--- src/rtl/core/dcnf_pkg.sv ---
package dcnf_pkg;

	localparam int NUMBER_BITS = 31;
	localparam logic [30:0] NUM_MAX = 31'((64'd1 << NUMBER_BITS) - 64'd1);
	localparam logic [30:0] NUM_MAX_DIV10 = 31'(NUM_MAX / 31'd10);
	localparam logic [30:0] MAX_VAR_RESET = 31'd1073741823;

	typedef enum logic [4:0] {
		PH_LEAD         = 5'd0,
		PH_LEAD_COMMENT = 5'd1,
		PH_MATCH        = 5'd2,
		PH_VARS0        = 5'd3,
		PH_VARS1        = 5'd4,
		PH_VARS2        = 5'd5,
		PH_CLS0         = 5'd6,
		PH_CLS1         = 5'd7,
		PH_CLS2         = 5'd8,
		PH_IMP0         = 5'd9,
		PH_IMP1         = 5'd10,
		PH_IMP2         = 5'd11,
		PH_LIT0         = 5'd12,
		PH_LIT1         = 5'd13,
		PH_LIT2         = 5'd14,
		PH_HDR_TAIL     = 5'd15,
		PH_BODY         = 5'd16,
		PH_BODY_COMMENT = 5'd17
	} phase_t;

	typedef enum logic [1:0] {
		KIND_HEADER  = 2'd0,
		KIND_LITERAL = 2'd1,
		KIND_DONE    = 2'd2,
		KIND_ERROR   = 2'd3
	} kind_t;

	localparam logic [4:0] ERR_CR = 5'd0;
	localparam logic [4:0] ERR_EOF_COMMENT = 5'd1;
	localparam logic [4:0] ERR_HDR_AFTER_CMT = 5'd2;
	localparam logic [4:0] ERR_EMPTY = 5'd3;
	localparam logic [4:0] ERR_HDR_OR_CMT = 5'd4;
	localparam logic [4:0] ERR_BAD_HDR = 5'd5;
	localparam logic [4:0] ERR_BAD_VARS = 5'd6;
	localparam logic [4:0] ERR_NO_SPACE_VARS = 5'd7;
	localparam logic [4:0] ERR_TOO_MANY_VARS = 5'd8;
	localparam logic [4:0] ERR_BAD_CLS = 5'd9;
	localparam logic [4:0] ERR_EOF_HDR = 5'd10;
	localparam logic [4:0] ERR_BAD_AFTER_HDR = 5'd11;
	localparam logic [4:0] ERR_LIT_OR_CMT = 5'd12;
	localparam logic [4:0] ERR_BAD_LIT = 5'd13;
	localparam logic [4:0] ERR_NO_WS_LIT = 5'd14;
	localparam logic [4:0] ERR_NO_CLAUSE = 5'd15;
	localparam logic [4:0] ERR_MULTI_CLAUSE = 5'd16;
	localparam logic [4:0] ERR_TOO_MANY_CLS = 5'd17;
	localparam logic [4:0] ERR_ZERO_MISSING = 5'd18;
	localparam logic [4:0] ERR_CLS_MISSING = 5'd19;

	// one result record
	typedef struct packed {
		kind_t       kind;
		logic [31:0] literal;
		logic [30:0] variable_count;
		logic [30:0] clause_count;
		logic [30:0] important_count;
		logic        projected;
		logic [4:0]  error_code;
		logic [31:0] line_number;
	} result_t;

	// character after carriage return folding
	typedef struct packed {
		logic       is_eof;
		logic       is_cr;
		logic [7:0] ch;
	} char_t;

	function automatic logic [7:0] pattern_char(input logic [2:0] idx);
		logic [7:0] c;
		case (idx)
			3'd0: c = 8'h20;
			3'd1: c = 8'h63;
			3'd2: c = 8'h6e;
			3'd3: c = 8'h66;
			3'd4: c = 8'h20;
			default: c = 8'h00;
		endcase
		return c;
	endfunction

endpackage

--- src/rtl/core/dimacs_cnf_stream_parser.sv ---
// DIMACS CNF byte stream parser. One byte (or the end-of-input mark) is
// taken per cycle and at most one result is produced per item: the parsed
// header, each literal, a final clause count, or an error with its line
// number, after which the block ignores input until reset. The input is
// registered once, the parse step runs in the next cycle and its result
// lands in a two-entry output buffer. Input flows at one item per cycle as
// long as results are taken as they appear; it stalls when the results waiting,
// plus one for an item in the parse stage, less one for a result leaving that
// cycle, reach two.
module dimacs_cnf_stream_parser (
	input  logic        clk,
	input  logic        arst_n,
	input  logic        in_valid,
	output logic        in_stall,
	input  logic [7:0]  data_byte,
	input  logic        end_of_input,
	output logic        out_valid,
	input  logic        out_stall,
	output logic [1:0]  kind,
	output logic signed [31:0] literal,
	output logic [30:0] variable_count,
	output logic [30:0] clause_count,
	output logic [30:0] important_count,
	output logic        projected,
	output logic [4:0]  error_code,
	output logic [31:0] line_number,
	input  logic        cfg_valid,
	output logic        cfg_ready,
	input  logic [30:0] cfg_data
);

	logic [30:0] max_var_q;
	logic        v_s1;
	logic [7:0]  byte_s1;
	logic        eoi_s1;
	logic        res_valid;
	dcnf_pkg::result_t res;
	logic        step;
	dcnf_pkg::result_t buf_q [2];
	logic [1:0]  cnt_q;
	logic        rd_q;
	logic        pop;

	assign cfg_ready = 1'b1;

	// configuration register
	always_ff @(posedge clk or negedge arst_n) begin
		if (!arst_n) max_var_q <= dcnf_pkg::MAX_VAR_RESET;
		else if (cfg_valid) max_var_q <= cfg_data;
	end

	// stall when the buffer could overflow with the stage in flight
	assign in_stall = (cnt_q + {1'b0, v_s1} - {1'b0, pop}) >= 2'd2;
	assign step = v_s1;

	always_ff @(posedge clk or negedge arst_n) begin
		if (!arst_n) v_s1 <= 1'b0;
		else v_s1 <= in_valid && !in_stall;
	end

	always_ff @(posedge clk) begin
		if (in_valid && !in_stall) begin
			byte_s1 <= data_byte;
			eoi_s1 <= end_of_input;
		end
	end

	dcnf_parse u_parse (
		.clk(clk), .arst_n(arst_n), .step(step), .data_byte(byte_s1),
		.end_of_input(eoi_s1), .max_var(max_var_q), .res_valid(res_valid), .res(res)
	);

	// two-entry result fifo
	assign pop = out_valid && !out_stall;
	always_ff @(posedge clk or negedge arst_n) begin
		if (!arst_n) begin
			cnt_q <= '0; rd_q <= 1'b0;
		end else begin
			cnt_q <= cnt_q + {1'b0, res_valid} - {1'b0, pop};
			if (pop) rd_q <= ~rd_q;
		end
	end

	always_ff @(posedge clk) begin
		if (res_valid) buf_q[rd_q ^ cnt_q[0]] <= res;
	end

	assign out_valid = cnt_q != 2'd0;
	assign kind = buf_q[rd_q].kind;
	assign literal = buf_q[rd_q].literal;
	assign variable_count = buf_q[rd_q].variable_count;
	assign clause_count = buf_q[rd_q].clause_count;
	assign important_count = buf_q[rd_q].important_count;
	assign projected = buf_q[rd_q].projected;
	assign error_code = buf_q[rd_q].error_code;
	assign line_number = buf_q[rd_q].line_number;

endmodule

--- src/rtl/core/dcnf_parse.sv ---
module dcnf_parse (
	input  logic                   clk,
	input  logic                   arst_n,
	input  logic                   step,
	input  logic [7:0]             data_byte,
	input  logic                   end_of_input,
	input  logic [30:0]            max_var,
	output logic                   res_valid,
	output dcnf_pkg::result_t      res
);

	dcnf_pkg::phase_t phase_q, phase_d;
	logic [2:0]  match_q, match_d;
	logic [30:0] acc_q, acc_d;
	logic        neg_q, neg_d;
	logic [31:0] line_q, line_d;
	logic [31:0] lit_line_q, lit_line_d;
	logic        prev_nl_q, prev_nl_d;
	logic        cr_pend_q, cr_pend_d;
	logic        cmt_seen_q, cmt_seen_d;
	logic [30:0] hvars_q, hvars_d;
	logic [30:0] hcls_q, hcls_d;
	logic [30:0] parsed_q, parsed_d;
	logic        last_nz_q, last_nz_d;
	logic        stopped_q, stopped_d;
	logic [30:0] imp_q, imp_d;
	logic        proj_q, proj_d;

	dcnf_pkg::char_t c;
	logic        have_ch;
	logic        emit;
	dcnf_pkg::result_t r;

	// number feed helpers
	logic        is_dig;
	logic [30:0] dval;
	logic [34:0] acc10;
	logic [34:0] acc_next;
	logic        ovf;
	logic [1:0]  nstage;
	logic [1:0]  nres;
	logic        is_blank;
	logic        is_nl;
	logic [30:0] num_fin;
	logic        neg_fin;

	always_comb begin
		c = '0;
		have_ch = 1'b0;
		cr_pend_d = cr_pend_q;
		if (cr_pend_q) begin
			cr_pend_d = 1'b0;
			have_ch = 1'b1;
			if (!end_of_input && data_byte == 8'h0a) c.ch = 8'h0a;
			else c.is_cr = 1'b1;
		end else if (end_of_input) begin
			have_ch = 1'b1;
			c.is_eof = 1'b1;
		end else if (data_byte == 8'h0d) begin
			cr_pend_d = 1'b1;
		end else begin
			have_ch = 1'b1;
			c.ch = data_byte;
		end
	end

	// per-character state update
	always_comb begin
		phase_d = phase_q; match_d = match_q; acc_d = acc_q; neg_d = neg_q;
		line_d = line_q; lit_line_d = lit_line_q; prev_nl_d = prev_nl_q;
		cmt_seen_d = cmt_seen_q; hvars_d = hvars_q; hcls_d = hcls_q;
		parsed_d = parsed_q; last_nz_d = last_nz_q; stopped_d = stopped_q;
		imp_d = imp_q; proj_d = proj_q;
		emit = 1'b0;
		r = '0;
		r.kind = dcnf_pkg::KIND_ERROR;
		is_nl = !c.is_eof && !c.is_cr && c.ch == 8'h0a;
		is_blank = !c.is_eof && !c.is_cr && (c.ch == 8'h20 || c.ch == 8'h09);
		is_dig = !c.is_eof && !c.is_cr && c.ch >= 8'h30 && c.ch <= 8'h39;
		dval = 31'(c.ch - 8'h30);
		acc10 = {4'd0, acc_q} * 35'd10;
		acc_next = acc10 + {4'd0, dval};
		ovf = (acc_q > dcnf_pkg::NUM_MAX_DIV10) || (acc_next > {4'd0, dcnf_pkg::NUM_MAX});
		nstage = 2'd0; nres = 2'd0;
		num_fin = acc_q; neg_fin = neg_q;

		if (have_ch) begin
			if (prev_nl_q && line_q != 32'hffffffff) line_d = line_q + 32'd1;
			prev_nl_d = is_nl;
			unique case (phase_q)
				dcnf_pkg::PH_LEAD: begin
					if (!c.is_eof && !c.is_cr && c.ch == 8'h63) begin
						cmt_seen_d = 1'b1;
						phase_d = dcnf_pkg::PH_LEAD_COMMENT;
					end else if (c.is_eof) begin
						emit = 1'b1;
						if (cmt_seen_q) begin
							r.error_code = dcnf_pkg::ERR_HDR_AFTER_CMT;
							r.line_number = (line_d != 32'd0) ? line_d - 32'd1 : 32'd0;
						end else begin
							r.error_code = dcnf_pkg::ERR_EMPTY;
							r.line_number = line_d;
						end
					end else if (c.is_cr || c.ch != 8'h70) begin
						emit = 1'b1;
						r.error_code = dcnf_pkg::ERR_HDR_OR_CMT;
						r.line_number = line_d;
					end else begin
						phase_d = dcnf_pkg::PH_MATCH;
						match_d = 3'd0;
					end
				end
				dcnf_pkg::PH_LEAD_COMMENT, dcnf_pkg::PH_BODY_COMMENT: begin
					if (is_nl) begin
						phase_d = (phase_q == dcnf_pkg::PH_LEAD_COMMENT) ?
							dcnf_pkg::PH_LEAD : dcnf_pkg::PH_BODY;
					end else if (c.is_cr) begin
						emit = 1'b1; r.error_code = dcnf_pkg::ERR_CR; r.line_number = line_d;
					end else if (c.is_eof) begin
						emit = 1'b1; r.error_code = dcnf_pkg::ERR_EOF_COMMENT;
						r.line_number = line_d;
					end
				end
				dcnf_pkg::PH_MATCH: begin
					if (match_q >= 3'd5 || c.is_eof || c.is_cr ||
							c.ch != dcnf_pkg::pattern_char(match_q)) begin
						emit = 1'b1; r.error_code = dcnf_pkg::ERR_BAD_HDR; r.line_number = line_d;
					end else begin
						match_d = match_q + 3'd1;
						if (match_q == 3'd4) phase_d = dcnf_pkg::PH_VARS0;
					end
				end
				dcnf_pkg::PH_HDR_TAIL: ;
				dcnf_pkg::PH_BODY: begin
					if (!c.is_eof && !c.is_cr && c.ch == 8'h63) begin
						phase_d = dcnf_pkg::PH_BODY_COMMENT;
					end else if (c.is_cr) begin
						emit = 1'b1; r.error_code = dcnf_pkg::ERR_CR; r.line_number = line_d;
					end else if (is_blank || is_nl) begin
					end else if (c.is_eof) begin
						emit = 1'b1;
						if (last_nz_q) begin
							r.error_code = dcnf_pkg::ERR_ZERO_MISSING;
							r.line_number = lit_line_q;
						end else if (parsed_q != hcls_q) begin
							r.error_code = dcnf_pkg::ERR_CLS_MISSING;
							r.line_number = line_d;
						end else begin
							r.kind = dcnf_pkg::KIND_DONE;
							r.variable_count = hvars_q;
							r.clause_count = parsed_q;
						end
					end else if (c.ch != 8'h2d && !is_dig) begin
						emit = 1'b1; r.error_code = dcnf_pkg::ERR_LIT_OR_CMT;
						r.line_number = line_d;
					end
				end
				default: ;
			endcase

			// number tokeniser for header numbers and literals
			if ((phase_q >= dcnf_pkg::PH_VARS0 && phase_q <= dcnf_pkg::PH_LIT2) ||
					(phase_q == dcnf_pkg::PH_BODY && (is_dig ||
					(!c.is_eof && !c.is_cr && c.ch == 8'h2d)))) begin
				logic [4:0] ph;
				logic [4:0] base;
				ph = (phase_q == dcnf_pkg::PH_BODY) ? 5'(dcnf_pkg::PH_LIT0) : 5'(phase_q);
				if (ph <= 5'd5) begin nstage = 2'(ph - 5'd3); base = 5'd3; end
				else if (ph <= 5'd8) begin nstage = 2'(ph - 5'd6); base = 5'd6; end
				else if (ph <= 5'd11) begin nstage = 2'(ph - 5'd9); base = 5'd9; end
				else begin nstage = 2'(ph - 5'd12); base = 5'd12; end
				case (nstage)
					2'd0: begin
						lit_line_d = line_d;
						if (!c.is_eof && !c.is_cr && c.ch == 8'h2d) begin
							neg_d = 1'b1; phase_d = dcnf_pkg::phase_t'(base + 5'd1);
						end else if (!is_dig) nres = 2'd2;
						else begin
							neg_d = 1'b0; acc_d = dval;
							phase_d = dcnf_pkg::phase_t'(base + 5'd2);
						end
					end
					2'd1: begin
						if (!is_dig || c.ch == 8'h30) nres = 2'd2;
						else begin acc_d = dval; phase_d = dcnf_pkg::phase_t'(base + 5'd2); end
					end
					default: begin
						if (!is_dig) nres = 2'd1;
						else if (ovf) nres = 2'd2;
						else acc_d = acc_next[30:0];
					end
				endcase
				num_fin = acc_q; neg_fin = neg_d;
				if (nres != 2'd0) begin
					if (base == 5'd3) begin
						emit = 1'b1; r.line_number = line_d;
						if (nres == 2'd2 || neg_fin) r.error_code = dcnf_pkg::ERR_BAD_VARS;
						else if (!(!c.is_eof && !c.is_cr && c.ch == 8'h20))
							r.error_code = dcnf_pkg::ERR_NO_SPACE_VARS;
						else if (num_fin > max_var) r.error_code = dcnf_pkg::ERR_TOO_MANY_VARS;
						else begin
							emit = 1'b0; hvars_d = num_fin; phase_d = dcnf_pkg::PH_CLS0;
						end
					end else if (base == 5'd6 || base == 5'd9) begin
						if (base == 5'd6 && (nres == 2'd2 || neg_fin)) begin
							emit = 1'b1; r.line_number = line_d;
							r.error_code = dcnf_pkg::ERR_BAD_CLS;
						end else begin
							if (base == 5'd6) hcls_d = num_fin;
							if (base == 5'd9 && nres == 2'd1 && !neg_fin && num_fin <= hvars_q) begin
								proj_d = 1'b1; imp_d = num_fin;
							end
							if (base == 5'd6 && !c.is_eof && !c.is_cr && c.ch == 8'h20)
								phase_d = dcnf_pkg::PH_IMP0;
							else phase_d = dcnf_pkg::PH_HDR_TAIL;
						end
					end else begin
						emit = 1'b1;
						if (nres == 2'd2) begin
							r.error_code = dcnf_pkg::ERR_BAD_LIT; r.line_number = lit_line_d;
						end else if (!(is_blank || is_nl || (!c.is_eof && !c.is_cr &&
								c.ch == 8'h63))) begin
							r.error_code = dcnf_pkg::ERR_NO_WS_LIT; r.line_number = line_d;
						end else if (hcls_q == 31'd0) begin
							r.error_code = dcnf_pkg::ERR_NO_CLAUSE; r.line_number = line_d;
						end else if (parsed_q == 31'd1 && hcls_q == 31'd1) begin
							r.error_code = dcnf_pkg::ERR_MULTI_CLAUSE; r.line_number = line_d;
						end else if (parsed_q == hcls_q) begin
							r.error_code = dcnf_pkg::ERR_TOO_MANY_CLS; r.line_number = line_d;
						end else if (num_fin > hvars_q) begin
							r.error_code = dcnf_pkg::ERR_BAD_LIT; r.line_number = lit_line_d;
						end else begin
							if (num_fin == 31'd0) parsed_d = parsed_q + 31'd1;
							last_nz_d = (num_fin != 31'd0);
							phase_d = (c.ch == 8'h63) ? dcnf_pkg::PH_BODY_COMMENT :
								dcnf_pkg::PH_BODY;
							r.kind = dcnf_pkg::KIND_LITERAL;
							r.literal = neg_fin ? 32'd0 - {1'b0, num_fin} : {1'b0, num_fin};
						end
					end
				end
			end

			// header line tail, also entered straight after a number
			if ((phase_q == dcnf_pkg::PH_HDR_TAIL) ||
					(phase_d == dcnf_pkg::PH_HDR_TAIL && !emit)) begin
				if (is_nl) begin
					emit = 1'b1; phase_d = dcnf_pkg::PH_BODY;
					r.kind = dcnf_pkg::KIND_HEADER;
					r.variable_count = hvars_d;
					r.clause_count = hcls_d;
					r.projected = proj_d;
					r.important_count = proj_d ? imp_d : 31'd0;
				end else if (is_blank) begin
					phase_d = dcnf_pkg::PH_HDR_TAIL;
				end else begin
					emit = 1'b1; r.line_number = line_d;
					if (c.is_eof) r.error_code = dcnf_pkg::ERR_EOF_HDR;
					else if (c.is_cr) r.error_code = dcnf_pkg::ERR_CR;
					else r.error_code = dcnf_pkg::ERR_BAD_AFTER_HDR;
				end
			end

			if (emit && r.kind == dcnf_pkg::KIND_ERROR) stopped_d = 1'b1;
			if (r.kind == dcnf_pkg::KIND_DONE && emit) stopped_d = 1'b1;
		end
		if (emit && r.kind == dcnf_pkg::KIND_ERROR) begin
			r.literal = '0;
		end
	end

	// kind defaults to error when nothing else is set
	always_comb begin
		res = r;
		res_valid = step && !stopped_q && emit;
	end

	always_ff @(posedge clk or negedge arst_n) begin
		if (!arst_n) begin
			phase_q <= dcnf_pkg::PH_LEAD; match_q <= '0; acc_q <= '0; neg_q <= 1'b0;
			line_q <= '0; lit_line_q <= '0; prev_nl_q <= 1'b1; cr_pend_q <= 1'b0;
			cmt_seen_q <= 1'b0; hvars_q <= '0; hcls_q <= '0; parsed_q <= '0;
			last_nz_q <= 1'b0; stopped_q <= 1'b0; imp_q <= '0; proj_q <= 1'b0;
		end else if (step && !stopped_q) begin
			phase_q <= phase_d; match_q <= match_d; acc_q <= acc_d; neg_q <= neg_d;
			line_q <= line_d; lit_line_q <= lit_line_d; prev_nl_q <= prev_nl_d;
			cr_pend_q <= cr_pend_d; cmt_seen_q <= cmt_seen_d; hvars_q <= hvars_d;
			hcls_q <= hcls_d; parsed_q <= parsed_d; last_nz_q <= last_nz_d;
			stopped_q <= stopped_d; imp_q <= imp_d; proj_q <= proj_d;
		end
	end

endmodule
--- config.mk ---
export PLATFORM = sky130hd
export DESIGN_NAME = dimacs_cnf_stream_parser
export DESIGN_NICKNAME = d
export VERILOG_FILES = /design/src/rtl/core/dcnf_pkg.sv /design/src/rtl/core/dimacs_cnf_stream_parser.sv /design/src/rtl/core/dcnf_parse.sv
export SDC_FILE = /design/constraint.sdc
export NUM_CORES = 2
export LEC_CHECK = 0
export BUFFER_PORTS_ARGS = -buffer_cell sky130_fd_sc_hd__buf_2
export CAP_MARGIN = 20
export CELL_PAD_IN_SITES_DETAIL_PLACEMENT = 1
export CELL_PAD_IN_SITES_GLOBAL_PLACEMENT = 2
export CORE_ASPECT_RATIO = 0.7
export CORE_MARGIN = 2
export CORE_UTILIZATION = 40
export DETAILED_ROUTE_END_ITERATION = 8
export MAX_ROUTING_LAYER = met4
export PLACE_DENSITY = 0.91
export REMOVE_ABC_BUFFERS = 1
export SLEW_MARGIN = 20
export SYNTH_ARGS = -nofsm -noshare
export SYNTH_HDL_FRONTEND = slang
export SYNTH_SLANG_ARGS = --single-unit
--- constraint.sdc ---
create_clock -name clk -period 20 [get_ports clk]
set_input_delay 4 -clock clk [delete_from_list [all_inputs] [get_ports clk]]
set_output_delay 4 -clock clk [all_outputs]
set_load 0.05 [all_outputs]
==> impl_results.md <==
- Core ar.: 0.0899 mm²
- Largest net degree at the start of global routing: 166
- Placement row count: 92
- Endpoint class of the critical path: flip-flop
- TritonCTS clock tree: built
- Vias per Instance: 6.04
- Hold Fails Final Rpt: 0
- Post-CTS setup buffer count: 0
- # fillers: 9927
- Total Routed Length: 133000 µm
- Sequential share of power: 30.0%
- Comb power frac: 43.3%
- Drc violations: 0
- Routed Antenna Nets: 0
- HPWL after detailed placement: 95900 µm
- Mux contribution to synthesized area: 8.31%
- Final non-filler cell area: 0.0408 mm²
- Vias in the first global route: 30400
- Die Span X: 364 µm
- Worst setup SP type: flip-flop
- First-pass GRT wire length: 199000 µm
- Multi-input logic area: 0.0181 mm²
- Synth unique cells: 105
- # clock sinks: 608
- Final GP Congestion: 0.969
- TritonRoute pass-1 iters: 6
- Max stage delay on crit path: 0.95 ns
- Slew HR: 20.5%
- Main flop type after synthesis: edfxtp_1
- Status: finished, final reports clean
- Share of layout cells above drive strength 1: 18.8%
- Final setup vio count: 0
- Syn. warnings: 0
- Clock root buffer: clkbuf_16
- Sequential cell area: 0.0170 mm²
- CTS max path bufs: 3
- RSZ-0062 raised after global routing: no
- Worst Hold Class: reg2reg
- GRT Total Usage: 28.9%
- Vias: 30203
- Worst path arrival time: 10.25 ns
- Hold_buf cts: 0
- Area grow syn2layout: 12.6%
- Crit Path Max Fanout: 74
- Final Cycle Share: 50.0%
- Fin Clk Skew: 0.0325 ns
- Syn avg cell area: 10.0 µm²
- Area post-placement: 0.0385 mm²
- Int Pwr: 0.00276 W
- Combinational family with the most area after synthesis: simple AND/OR/NAND/NOR gates
- Worst hold margin: 0.498 ns
- Max-cap violations: 0
- Synthesized area: 0.0363 mm²
- Num CTS Buffers: 68
- Clock Power Share: 26.6%
- Initial Util: 40.3%
- CTS resizes: 0
- Sequential share of the synthesized area: 46.7%
- Switching part of the total power: 44.1%
- Async SR Flop Fraction: 44.2%
- Setup TNS: 0 ns
- Grt ovf: 0
- Max reg flops: 330
- Most common cell after layout, fill and taps aside: nand2_1
- Synth Area in Compound Gates: 14.6%
- Min Tclk post-route: 10.0 ns
- DRT iter0 DRCs: 3382
- I/O Pins: 213
- Syn Inst Count: 3609
- Later-pin clock latency in the skew report: 0.65 ns
- Highest Clock Rate: 100 MHz
- Post-Synth Adder-Cell Area: 6.08%
- Final core utilization: 45.4%
- Final Max Slew Viols: 0
- IO Port Bufs: 211
- Worst-path clk slew: 0.06 ns
- Slew at the pin closest to its max-slew limit: 1.18 ns
- Worst Path Required: 20.25 ns
- WL per Instance: 26.6 µm
- NetSw: 0.00218 W
- Die Height: 256 µm
- Htree depth: 3
- Worst VDD drop: 0.0973 mV
- Post-synth EDFFs: 339
- NumNets Final: 3939
- Post-synthesis sequential element count: 608
- Slowest stage cell, crit path: buf_4
- Most frequent cells in the layout: nand2_1 (425), edfxtp_1 (339), dfrtp_1 (237)
- Die area: 0.0931 mm²
- Cell Pwr Density: 121 mW/mm²
- Initial antenna violation count: 7
- Kind of critical path: reg2reg
- Fraction of the mapped netlist area in simple logic gates: 14.9%
- Leakage: 16.0 nW
- Post-Synth XOR/XNOR Area: 5.62%
==> routing by layer <==
| metal | up-vias | wire [µm] | global-route usage (%) |
|---|---|---|---|
| li1 | 13396 | - | - |
| met1 | 15292 | 59100 | 40.6 |
| met2 | 1329 | 56000 | 40.1 |
| met3 | 186 | 14700 | 9.25 |
| met4 | 0 | 3210 | 7.02 |
| met5 | - | 0 | - |
==> layout make-up <==
type,instances,share of cell area (%)
Clock inverter,34,1.14
Timing Repair Buffer,270,3.76
Antenna cell,5,0.0306
Multi-Input combinational cell,2664,44.3
Sequential cell,608,41.5
Tap cell,1222,3.74
Clock buffer,92,4.56
Inverter,107,0.984
==> critical path, delay by kind of cell (launching register included) <==
family	cells	cell delay, ns
buf+inv	1	0.95
xor+xnor	1	0.09
fa+ha+maj	4	1.27
simple gates	7	2.05
compound gates	16	4.38
flops	1	0.73
==> power groups by stage <==
| stage | Sequential (W) | Combinational, W | Clock [W] |
|---|---|---|---|
| detailed placement | 0.00151 | 0.00208 | 0 |
| global route | 0.00149 | 0.00225 | 0.00138 |
| global placement | 0.00150 | 0.00206 | 0 |
| floorplan | 0.00152 | 0.00137 | 0 |
| CTS | 0.00148 | 0.00209 | 0.00133 |
| finish | 0.00148 | 0.00214 | 0.00132 |
==> per-stage QoR <==
step                setup WS [ns]  std cells  power [W]
finish                      10.00       5002    0.00494
global route                 9.26       5000    0.00512
detailed placement           9.86       4871    0.00359
global placement            10.08       4871    0.00356
CTS                          9.84       4997    0.00491
floorplan                    5.51       3379    0.00290
==> synth_stat cells (all sizes together), types with 40 or more instances <==
library cell	count	area [µm²]
buf	43	236
xor2	100	883
edfxtp	339	10200
o21ai	272	1370
nor2	241	907
nand2	426	1600
xnor2	131	1150
mux2i	40	400
nand3	121	616
nand4	45	294
mux2	232	2610
inv	107	402
ha	173	2160
nor3	64	320
a21oi	232	1180
clkbuf	187	706
nor4	48	313
dfrtp	238	5960
==> path summary, 6_finish.rpt <==
path	startpoint	endpoint	slack, ns	cells after the start
worst max register to register	u_parse.acc_q[1]$_DFFE_PN0P_	buf_q[0][31]$_DFFE_PP_	10.00	29
worst min register to register	u_parse.acc_q[24]$_DFFE_PN0P_	u_parse.acc_q[24]$_DFFE_PN0P_	0.50	2
worst min-delay path	u_parse.acc_q[24]$_DFFE_PN0P_	u_parse.acc_q[24]$_DFFE_PN0P_	0.50	2
min in group asynchronous	arst_n	u_parse.lit_line_q[31]$_DFFE_PN0P_	3.44	1
worst max-delay path	u_parse.acc_q[1]$_DFFE_PN0P_	buf_q[0][31]$_DFFE_PP_	10.00	29
max in group asynchronous	arst_n	u_parse.acc_q[1]$_DFFE_PN0P_	14.96	2
==> kinds of logic (layout without fill, tap and decap cells) <==
group | after synthesis | in the layout
AOI/OAI and AO/OA | 843 | 843
DFF | 608 | 608
and+or+nand+nor | 1142 | 1142
buffers and inverters | 337 | 503
muxes | 272 | 272
adders and majority gates | 175 | 175
other | 1 | 6
xor gates and xnor gates | 231 | 231
Power figures use the tool's default switching activity.
